## src/design/mse_pkg.sv

```systemverilog
// mse_pkg: shared types and codes for the mips subset executor
// item structs, event codes, instruction field codes, register indexes
// no dependencies
package mse_pkg;

    localparam int RF_DEPTH  = 32;
    localparam int RF_WIDTH  = 32;
    localparam int RF_ADDR_W = 5;

    localparam logic ITEM_START = 1'b0;
    localparam logic ITEM_EXEC  = 1'b1;

    localparam logic CFG_ENTRY  = 1'b0;
    localparam logic CFG_LENGTH = 1'b1;

    localparam logic [2:0] EV_NONE        = 3'd0;
    localparam logic [2:0] EV_PRINT_INT   = 3'd1;
    localparam logic [2:0] EV_PRINT_CHAR  = 3'd2;
    localparam logic [2:0] EV_EXIT        = 3'd3;
    localparam logic [2:0] EV_BAD_SYSCALL = 3'd4;
    localparam logic [2:0] EV_BAD_INSTR   = 3'd5;
    localparam logic [2:0] EV_PAST_END    = 3'd6;
    localparam logic [2:0] EV_HALTED      = 3'd7;

    localparam logic [5:0] OP_RTYPE   = 6'h00;
    localparam logic [5:0] OP_ADDI    = 6'h08;
    localparam logic [5:0] OP_ORI     = 6'h0D;
    localparam logic [5:0] OP_LUI     = 6'h0F;
    localparam logic [5:0] FN_SYSCALL = 6'h0C;
    localparam logic [5:0] FN_ADD     = 6'h20;

    localparam logic [31:0] SYS_PRINT_INT  = 32'd1;
    localparam logic [31:0] SYS_EXIT       = 32'd10;
    localparam logic [31:0] SYS_PRINT_CHAR = 32'd11;

    localparam logic [RF_ADDR_W-1:0] REG_ZERO = 5'd0;
    localparam logic [RF_ADDR_W-1:0] REG_V0   = 5'd2;
    localparam logic [RF_ADDR_W-1:0] REG_A0   = 5'd4;

    typedef struct packed {
        logic        opcode;
        logic [31:0] instruction_word;
    } in_item_t;

    typedef struct packed {
        logic [2:0]         event_res;
        logic signed [31:0] event_value;
        logic [31:0]        counter_out;
    } out_item_t;

endpackage

```

## src/design/mips_subset_executor.sv

```systemverilog
// mips_subset_executor: a result passes the ram read stage, then the output register;
// throughput one item per cycle while m_ready does not stall the output
// register file lives in two mirrored 32x32 rams, the previous write is forwarded
// aresetn (sync, active low) zeroes counter and config, sets halt, empties pipe
// a per-register valid bit makes unwritten registers read zero; start clears them
// depends on mse_pkg and mse_ram
module mips_subset_executor
    import mse_pkg::*;
(
    input  logic        aclk,
    input  logic        aresetn,
    input  logic        s_valid,
    output logic        s_ready,
    input  in_item_t    s_payload,
    output logic        m_valid,
    input  logic        m_ready,
    output out_item_t   m_payload,
    input  logic        psel,
    input  logic        penable,
    input  logic        pwrite,
    input  logic [2:0]  paddr,
    input  logic [31:0] pwdata,
    output logic [31:0] prdata,
    output logic        pready
);

    localparam int RF_W = RF_WIDTH;
    localparam int RF_N = RF_DEPTH;
    localparam int AW   = RF_ADDR_W;

    logic              s_fire;
    logic              s1_go;
    logic              s1_fire;
    logic              cfg_wr;
    logic [5:0]        s_op;
    logic [5:0]        s_fn;
    logic              s_is_sys;
    logic [AW-1:0]     s_a_addr;
    logic [AW-1:0]     s_b_addr;

    logic              s1_valid_reg;
    logic              s1_op_reg;
    logic [31:0]       s1_word_reg;
    logic [AW-1:0]     s1_a_addr_reg;
    logic [AW-1:0]     s1_b_addr_reg;

    logic              m_valid_reg;
    out_item_t         m_payload_reg;
    out_item_t         res;

    logic [31:0]       entry_reg;
    logic [31:0]       length_reg;
    logic [31:0]       pc_reg;
    logic [31:0]       pc_next;
    logic              halted_reg;
    logic              halted_next;
    logic [RF_N-1:0]   rf_valid_reg;
    logic [RF_N-1:0]   rf_valid_next;
    logic              wb_valid_reg;
    logic [AW-1:0]     wb_addr_reg;
    logic [RF_W-1:0]   wb_data_reg;

    logic [RF_W-1:0]   ram_a_data;
    logic [RF_W-1:0]   ram_b_data;
    logic [31:0]       opa;
    logic [31:0]       opb;

    logic [5:0]        op;
    logic [5:0]        fn;
    logic [AW-1:0]     rs_rt;
    logic [AW-1:0]     rd;
    logic [15:0]       imm;
    logic              wr_req;
    logic              rf_we;
    logic [AW-1:0]     rf_waddr;
    logic [RF_W-1:0]   rf_wdata;
    logic [2:0]        ev;
    logic [31:0]       val;

    // handshake
    assign s1_go   = !m_valid_reg || m_ready;
    assign s_ready = !s1_valid_reg || s1_go;
    assign s_fire  = s_valid && s_ready;
    assign s1_fire = s1_valid_reg && s1_go;
    assign m_valid = m_valid_reg;
    assign m_payload = m_payload_reg;

    // config port
    assign pready = 1'b1;
    assign cfg_wr = psel && penable && pwrite && pready;
    assign prdata = (paddr[2] == CFG_LENGTH) ? length_reg : entry_reg;

    // read address select at acceptance
    assign s_op     = s_payload.instruction_word[31:26];
    assign s_fn     = s_payload.instruction_word[5:0];
    assign s_is_sys = (s_op == OP_RTYPE) && (s_fn == FN_SYSCALL);
    assign s_a_addr = s_is_sys ? REG_V0 : s_payload.instruction_word[25:21];
    assign s_b_addr = s_is_sys ? REG_A0 : s_payload.instruction_word[20:16];

    mse_ram #(.WIDTH(RF_W), .DEPTH(RF_N)) u_rf_a (
        .aclk    (aclk),
        .wr_en   (s1_fire && rf_we),
        .wr_addr (rf_waddr),
        .wr_data (rf_wdata),
        .rd_en   (s_fire),
        .rd_addr (s_a_addr),
        .rd_data (ram_a_data)
    );

    mse_ram #(.WIDTH(RF_W), .DEPTH(RF_N)) u_rf_b (
        .aclk    (aclk),
        .wr_en   (s1_fire && rf_we),
        .wr_addr (rf_waddr),
        .wr_data (rf_wdata),
        .rd_en   (s_fire),
        .rd_addr (s_b_addr),
        .rd_data (ram_b_data)
    );

    // operand fetch with forwarding of the last write
    always_comb begin
        if (wb_valid_reg && (wb_addr_reg == s1_a_addr_reg)) begin
            opa = wb_data_reg;
        end else if (rf_valid_reg[s1_a_addr_reg]) begin
            opa = ram_a_data;
        end else begin
            opa = '0;
        end
        if (wb_valid_reg && (wb_addr_reg == s1_b_addr_reg)) begin
            opb = wb_data_reg;
        end else if (rf_valid_reg[s1_b_addr_reg]) begin
            opb = ram_b_data;
        end else begin
            opb = '0;
        end
    end

    assign op    = s1_word_reg[31:26];
    assign fn    = s1_word_reg[5:0];
    assign rs_rt = s1_word_reg[20:16];
    assign rd    = s1_word_reg[15:11];
    assign imm   = s1_word_reg[15:0];

    // execute
    always_comb begin
        pc_next       = pc_reg;
        halted_next   = halted_reg;
        rf_valid_next = rf_valid_reg;
        wr_req        = 1'b0;
        rf_waddr      = rs_rt;
        rf_wdata      = '0;
        ev            = EV_NONE;
        val           = '0;
        if (s1_op_reg == ITEM_START) begin
            pc_next       = entry_reg;
            halted_next   = entry_reg >= length_reg;
            rf_valid_next = '0;
            ev            = (entry_reg >= length_reg) ? EV_PAST_END : EV_NONE;
        end else if (halted_reg) begin
            ev = EV_HALTED;
        end else begin
            pc_next = pc_reg + 32'd1;
            case (op)
                OP_RTYPE: begin
                    case (fn)
                        FN_ADD: begin
                            wr_req   = 1'b1;
                            rf_waddr = rd;
                            rf_wdata = opa + opb;
                        end
                        FN_SYSCALL: begin
                            if (opa == SYS_PRINT_INT) begin
                                ev  = EV_PRINT_INT;
                                val = opb;
                            end else if (opa == SYS_EXIT) begin
                                ev = EV_EXIT;
                            end else if (opa == SYS_PRINT_CHAR) begin
                                ev  = EV_PRINT_CHAR;
                                val = {24'd0, opb[7:0]};
                            end else begin
                                ev = EV_BAD_SYSCALL;
                            end
                        end
                        default: begin
                            ev  = EV_BAD_INSTR;
                            val = s1_word_reg;
                        end
                    endcase
                end
                OP_ADDI: begin
                    wr_req   = 1'b1;
                    rf_wdata = opa + {{16{imm[15]}}, imm};
                end
                OP_ORI: begin
                    wr_req   = 1'b1;
                    rf_wdata = opa | {16'd0, imm};
                end
                OP_LUI: begin
                    wr_req   = 1'b1;
                    rf_wdata = {imm, 16'd0};
                end
                default: begin
                    ev  = EV_BAD_INSTR;
                    val = s1_word_reg;
                end
            endcase
            if (ev == EV_EXIT || ev == EV_BAD_SYSCALL || ev == EV_BAD_INSTR) begin
                halted_next = 1'b1;
            end else if (pc_next >= length_reg) begin
                halted_next = 1'b1;
                if (ev == EV_NONE) begin
                    ev = EV_PAST_END;
                end
            end
        end
        rf_we = wr_req && (rf_waddr != REG_ZERO);
        if (rf_we) begin
            rf_valid_next[rf_waddr] = 1'b1;
        end
        res.event_res   = ev;
        res.event_value = $signed(val);
        res.counter_out = pc_next;
    end

    always_ff @(posedge aclk) begin
        if (!aresetn) begin
            s1_valid_reg <= 1'b0;
            m_valid_reg  <= 1'b0;
            entry_reg    <= '0;
            length_reg   <= '0;
            pc_reg       <= '0;
            halted_reg   <= 1'b1;
            rf_valid_reg <= '0;
            wb_valid_reg <= 1'b0;
        end else begin
            if (cfg_wr) begin
                if (paddr[2] == CFG_LENGTH) begin
                    length_reg <= pwdata;
                end else begin
                    entry_reg <= pwdata;
                end
            end
            if (s_ready) begin
                s1_valid_reg <= s_valid;
            end
            if (s1_go) begin
                m_valid_reg <= s1_valid_reg;
            end
            if (s1_fire) begin
                pc_reg       <= pc_next;
                halted_reg   <= halted_next;
                rf_valid_reg <= rf_valid_next;
                wb_valid_reg <= rf_we;
            end
        end
    end

    always_ff @(posedge aclk) begin
        if (s_fire) begin
            s1_op_reg     <= s_payload.opcode;
            s1_word_reg   <= s_payload.instruction_word;
            s1_a_addr_reg <= s_a_addr;
            s1_b_addr_reg <= s_b_addr;
        end
        if (s1_fire) begin
            m_payload_reg <= res;
            wb_addr_reg   <= rf_waddr;
            wb_data_reg   <= rf_wdata;
        end
    end

`ifndef SYNTH
    a_no_zero_write: assert property (@(posedge aclk) disable iff (!aresetn)
        (s1_fire && rf_we) |-> (rf_waddr != REG_ZERO))
        else $error("write to register zero");

    a_halted_event: assert property (@(posedge aclk) disable iff (!aresetn)
        (s1_fire && (s1_op_reg == ITEM_EXEC) && halted_reg)
        |=> (m_payload.event_res == EV_HALTED))
        else $error("item while halted did not report halted");

    a_start_clears: assert property (@(posedge aclk) disable iff (!aresetn)
        (s1_fire && (s1_op_reg == ITEM_START)) |=> (rf_valid_reg == '0 && !wb_valid_reg))
        else $error("start item did not clear register file");

    a_halt_persists: assert property (@(posedge aclk) disable iff (!aresetn)
        (halted_reg && !(s1_fire && (s1_op_reg == ITEM_START))) |=> halted_reg)
        else $error("halt released without start item");
`endif

endmodule

```

## src/design/mse_ram.sv

```systemverilog
// mse_ram: generic single-write, single-read synchronous ram
// registered read; no dependencies
module mse_ram #(
    parameter int WIDTH = 32,
    parameter int DEPTH = 32,
    localparam int ADDR_W = $clog2(DEPTH)
) (
    input  logic              aclk,
    input  logic              wr_en,
    input  logic [ADDR_W-1:0] wr_addr,
    input  logic [WIDTH-1:0]  wr_data,
    input  logic              rd_en,
    input  logic [ADDR_W-1:0] rd_addr,
    output logic [WIDTH-1:0]  rd_data
);

    logic [WIDTH-1:0] mem_reg [DEPTH];
    logic [WIDTH-1:0] rd_data_reg;

    always_ff @(posedge aclk) begin
        if (wr_en) begin
            mem_reg[wr_addr] <= wr_data;
        end
        if (rd_en) begin
            rd_data_reg <= mem_reg[rd_addr];
        end
    end

    assign rd_data = rd_data_reg;

endmodule

```

## config.mk

```make
export PLATFORM = sky130hd
export DESIGN_NAME = mips_subset_executor
export DESIGN_NICKNAME = d
export VERILOG_FILES = /design/src/design/mse_pkg.sv /design/src/design/mips_subset_executor.sv /design/src/design/mse_ram.sv
export SDC_FILE = /design/constraint.sdc
export NUM_CORES = 2
export LEC_CHECK = 0
export BUFFER_PORTS_ARGS = -buffer_cell sky130_fd_sc_hd__buf_4
export CAP_MARGIN = 5
export CORE_ASPECT_RATIO = 0.75
export CORE_MARGIN = 3
export CORE_UTILIZATION = 50
export DETAILED_ROUTE_END_ITERATION = 7
export PLACE_DENSITY = 0.75
export SLEW_MARGIN = 20
export SYNTH_ARGS = -nofsm -noshare
export SYNTH_HDL_FRONTEND = slang
export SYNTH_HIERARCHICAL = 1
export SYNTH_SLANG_ARGS = --single-unit
```

## constraint.sdc

```tcl
create_clock -name aclk -period 19.95 [get_ports aclk]
set_clock_uncertainty 0.15 [all_clocks]
set_input_delay 0.9975 -clock aclk [delete_from_list [all_inputs] [get_ports aclk]]
set_output_delay 0.9975 -clock aclk [all_outputs]
set_load 0.02 [all_outputs]
```

---- After elaboration in Yosys (flattened, before gate mapping) ----
Memories as Yosys holds them, arrays and structs flattened. A register that Yosys moved wholly into a read port is not among the register bits.
Cells that the tools add are included.
word-level totals
  bits in writable memories ............... 2,048
  register bits after elaboration ......... 279
  memories ................................ 2
operators by class
  add/sub/neg operators ................... 3
  multiplexer cells ....................... 53
  reduce and logical (&&, ||, !) cells .... 24
  bitwise gates (word level) .............. 4
  equality and inequality tests ........... 14
  magnitude comparators ................... 6
memory list
  name            depth  width  read ports  clocked after memory_dff  wr ports  line           source
  u_rf_a.mem_reg  32     32     1           1                         1         mse_ram.sv:17  logic [WIDTH-1:0] mem_reg [DEPTH];
  u_rf_b.mem_reg  32     32     1           1                         1         mse_ram.sv:17
operators by type and width
  kind                                                 count
  two-way mux 32 bit                                   13
  one-hot mux 32 bit (2 select lines)                  2
  one-hot mux 32 bit (4 select lines)                  1
  adder 32 bit                                         2
  == test 32 x 4 -> 1 bit (second input constant)      2
  greater-or-equal comparator 32 bit                   2
  two-way mux 3 bit                                    11
  adder 32 x 1 -> 32 bit (second input constant)       1
  == test 32 x 1 -> 1 bit (second input constant)      1
  bitwise OR 32 x 16 -> 32 bit                         1
  bitwise OR 32 bit                                    1
  == test 6 x 4 -> 1 bit (second input constant)       5
  two-way mux 5 bit                                    6
  < comparator 5 x 6 -> 1 bit (second input constant)  3
  two-way mux 8 bit                                    2
  logical NOT 6 bit                                    2
  two-way mux 1 bit                                    12
  one-hot mux 3 bit (2 select lines)                   2
  binary-select mux 1 bit (select 5 bit)               2
  == test 5 bit                                        2
  logical AND 1 bit                                    10
  == test 3 bit (second input constant)                2
  == test 6 bit (second input constant)                1
  demux 1 bit (select 5 bit)                           1
  other kinds (11)                                     17

---- Longest topological paths before layout ----
  word-level depth ........................ 18
  mapped depth ............................ 25
  gate-level depth less buffers ........... 22

---- Cells and area by module ----
The synthesis kept the hierarchy.
by module, submodules not included
  module                times used  seq. area each (um^2)  area an instance (um^2)  cells each
  mse_ram at u_rf_a     1           31,710.4               40,812.9                 2,260
  mse_ram at u_rf_b     1           31,710.4               40,805.4                 2,260
  mips_subset_executor  1           7,056.8                18,611.6                 2,036

---- Least setup slack after synthesis ----
Ideal clock, no wire load.
  path kind ............................... register to register
  start ................................... register s1_a_addr_reg[1]
  end ..................................... memory u_rf_a.mem_reg[0][28], data pin
  stages on the path, launching flop included .. 23
  data required time ...................... 19.091 ns
  setup time .............................. 0.709 ns
  arrival time ............................ 7.478 ns
  path buffers ............................ 5
  slack ................................... 11.612 ns
  cell sequence ........................... edfxtp_1 buf_6 buf_8 mux2i_1 mux4_2 a22o_1 nor4_4 buf_2 buf_1 buf_1 a22o_1 ha_1 a21oi_1 o21bai_1 a21o_1 a21oi_1 o31ai_2 a41oi_2 o31ai_1 a21o_1 a221oi_1 xor2_1 o21ai_0
on the way
  cells in the longest elaborated chain, start to end .. 9
  elaborated cells between the ends (all ways) .. 13
RTL lines
  what                                     line                         source
  start, declared                          mips_subset_executor.sv:44   logic [AW-1:0] s1_a_addr_reg;
  start signal, assigned                   mips_subset_executor.sv:262  s1_a_addr_reg <= s_a_addr;
  binary-select mux 1 bit (select 5 bit)   mips_subset_executor.sv:124  end else if (rf_valid_reg[s1_a_addr_reg]) begin
  two-way mux 1 bit (not written as such)  mips_subset_executor.sv:124
  two-way mux 32 bit                       mips_subset_executor.sv:124
  two-way mux 32 bit (*)                   mips_subset_executor.sv:122  if (wb_valid_reg && (wb_addr_reg == s1_a_addr_reg)) begin
  adder 32 bit                             mips_subset_executor.sv:169  rf_wdata = opa + opb;
  two-way mux 32 bit                       mips_subset_executor.sv:165  case (fn)
  one-hot mux 32 bit (4 select lines) (*)  mips_subset_executor.sv:163  case (op)
  two-way mux 32 bit (*)                   mips_subset_executor.sv:159  end else if (halted_reg) begin
  two-way mux 32 bit (*)                   mips_subset_executor.sv:154  if (s1_op_reg == ITEM_START) begin
  via rf_wdata[28]                         mips_subset_executor.sv:76   logic [RF_W-1:0] rf_wdata;
  end, declared                            mse_ram.sv:17
The timed path passes the listed nets; every way through them passes the cells marked *. The select of a mux whose other input is x is not followed.

---- Worst setup path in the final report ----
  start ................................... register s1_a_addr_reg[1]
  end ..................................... memory u_rf_a.mem_reg[22][29], data pin
The elaborated chain is that of the path after synthesis.

==> out/metrics.yaml <==
crit_path_cell_trace: "xor2_1 > nor4_1 > and3_1 > buf_4 > nor4_4 > buf_4 > a22oi_1 > inv_1 > ha_1 > a21o_1 > a21oi_1 > o21bai_1 > a21oi_1 > nand2b_1 > o21ai_1 > a221oi_1 > buf_4 > o31a_1 > o31a_1 > o31a_1 > mux2i_1 > nand3_2 > buf_4"
avgViaCountPerCell: 6.19
overflow: 0
finalNetCount: 6966
ys.flop_type: "edfxtp_1"
synth.avg_cell_area_um2: 15.3
fmax_ghz: 0.125
cts_tree: "yes"
initial_utilization: 0.506
post_cts_buffers: 0
drt-pass1-iter-count: 7
area_growth_pct: 12.7
postSynthCellCount: 6556
clockBufferDepth: 3
grt_max_degree: 157
run_status: "finished clean"
portBuffers: 173
antenna_found_initial: 15
path_clk_slew_ns: 0.06
drt-met1-wl_um: 113000
path_max_fanout: 49
worst_setup_path_end_kind: "flip-flop"
ir_drop_uv: 75.6
dr.max_layer_used: "met5"
routed_wl_um: 269000
grt_usage: 0.254
core_area_um2: 198000
rows: 141
post_cts_resized: 0
cpPeakStageDelay_ns: 1.04
die_height_um: 394
setup_viol: 0
cts.sinks: 2391
slew_violations: 0
worst_ep_required_time_ns: 20.29
pin_count: 177
dpl.hpwl_um: 164000
ant_nets: 0
numCtsBuffers: 217
root_buffer: "clkbuf_16"
syn-num-nets: 6763
hold_violations: 0
synth_seq_cells: 2391
cap_violations: 0
htreeDepth: 4
routedWlPerCell_um: 28.1
die_w_um: 523
min_period_ns: 7.98
syn-cell-area_um2: 100000
ys_types: 85
drtIter0Drc: 8344
cpMostUsedCell: "buf_4"
async_reset_ff_frac: 0
gp_congestion: 0.947
ys_seq_area_frac: 0.703
vias: 59420
route.met3.wl_um: 34700
power.total_mw: 10.2
path_class: "flip-flop to flip-flop"
min_period_over_period: 0.400
grt_pass1_wl_um: 385000
relSlewSlack: 0.129
yosys_warnings: 6
worst_path_max_delay_cell: "edfxtp_1"
clock_latency_ns: 0.86
critPathLaunchType: "flip-flop"
grt_pass1_vias: 56133
setup_tns_ns: 0
drcViolationCount: 0
cp.arrival_ns: 8.32
cts_hold_buf: 0
worst_slew_pin_slew_ns: 1.30
drive_above_1_share: 0.120
pwr_density_cell_nw_per_um2: 90.1
power.leakage_nw: 44.2
n_fill_cell: 14846
synth_edf_count: 2259
met2_length_um: 113000
dieArea_um2: 206000
hold_class: "primary input to flip-flop"
grt_setup_unrepaired: "no"
layer usage:
layer,vias up,GRT usage
met4,8,0.0767
met5,-,0
met1,29847,0.385
met3,377,0.0763
li1,25844,-
met2,3344,0.352
final timing paths:
kind                                            startpoint  slack (ns)                          endpoint  cells past startpoint
worst max-delay path            s1_a_addr_reg[1]$_DFFE_PP_       11.97  u_rf_a/mem_reg[22][29]$_DFFE_PP_                     23
worst min register to register   entry_reg[0]$_SDFFE_PN0P_        0.33         entry_reg[0]$_SDFFE_PN0P_                      2
worst min-delay path                         s_payload[10]        0.19         s1_word_reg[10]$_DFFE_PP_                      1
worst max register to register  s1_a_addr_reg[1]$_DFFE_PP_       11.97  u_rf_a/mem_reg[22][29]$_DFFE_PP_                     23
cell usage in the layout (no fill, tap or decap), drive strengths merged, types with 14 or more instances in the layout:
master and instances:
clkbuf 277, a22o 188, nor2 226, and3 14, xnor2 75, nor3 96, nand3 226, a31oi 75
o21ai 64, nand4 20, a21o 35, mux2 34, a21boi 100, and2 17, ha 130, mux2i 1076
a22oi 260, nor2b 53, nand2 472, xor2 51, nand2b 36, dfxtp 132, bufinv 18, inv 67
clkinv 94, buf 339, edfxtp 2259, a21oi 319, nor4 21
synthesized netlist by cell type (12+ instances only):
master,count,area share
nor4_1,19,0.0012
or3_1,12,0.00075
buf_4,68,0.0051
inv_1,64,0.0024
a21oi_1,319,0.016
a21o_1,35,0.0026
nor2_1,226,0.0085
nand2b_1,36,0.0022
and3_1,14,0.00087
nand3_1,226,0.011
mux2i_1,1076,0.11
edfxtp_1,2259,0.68
nand2_1,472,0.018
and2_1,16,0.0010
ha_1,130,0.016
a22o_1,186,0.016
a31oi_1,75,0.0047
buf_6,33,0.0037
xnor2_1,74,0.0065
buf_2,57,0.0028
buf_1,18,0.00067
dfxtp_1,132,0.026
nand3b_1,12,0.00090
o21ai_0,59,0.0029
mux2_2,34,0.0038
nand4_1,20,0.0012
nor2b_1,53,0.0033
a21boi_0,100,0.0075
xor2_1,51,0.0045
nor3_1,96,0.0048
clkbuf_1,173,0.0065
a22oi_1,260,0.019
logic make-up after synthesis:
logic type               share of synthesized area
flip-flops                                   0.703
AND/OR/NAND/NOR                             0.0571
AO/OA/AOI/OAI                               0.0770
multiplexers                                 0.113
buffers and inverters                       0.0219
adder cells (fa/ha/maj)                     0.0166
XOR/XNOR                                    0.0111
other                                    0.0000374
power breakdown:
part | switching, mW | leakage, nW | internal [mW] | total [mW]
sequential | 0.0399 | 26.7 | 5.45 | 5.49
clock | 1.82 | 3.39 | 2.28 | 4.09
combinational | 0.384 | 14.0 | 0.212 | 0.596
total | 2.24 | 44.2 | 7.94 | 10.2
stage by stage:
| stage | cells | hold WS (ns) | worst slack [ns] | util | instance area [um2] |
|---|---|---|---|---|---|
| 5_1_grt | 9581 | 0.151 | 11.45 | 0.570 | 113000 |
| 6_report | 9592 | 0.188 | 11.97 | 0.570 | 113000 |
| 3_3_place_gp | 9136 | 0.307 | 12.20 | 0.529 | 105000 |
| 4_1_cts | 9561 | 0.130 | 12.10 | 0.568 | 112000 |
| 2_1_floorplan | 6556 | 0.293 | 11.61 | - | 100000 |
| 3_5_place_dp | 9165 | 0.322 | 12.14 | 0.532 | 105000 |
critical path, delay by kind of cell, from the launching register on:
family / cells / cell delay (ns)
compound gates: 10 / 2.67
xor+xnor: 1 / 0.16
fa+ha+maj: 1 / 0.35
buf+inv: 5 / 1.69
flops: 1 / 1.04
mux: 1 / 0.25
simple gates: 5 / 1.23
final cells by class:
type | instances | area (um2) | share of cell area
Antenna cell | 11 | 27.5 | 0.000244
Multi-Input combinational cell | 3744 | 28400 | 0.252
Timing Repair Buffer | 339 | 3480 | 0.0308
Sequential cell | 2391 | 70500 | 0.624
Tap cell | 2645 | 3310 | 0.0293
Clock buffer | 277 | 5760 | 0.0510
Inverter | 66 | 253 | 0.00224
Clock inverter | 119 | 1220 | 0.0108
Power figures use the tool's default switching activity.
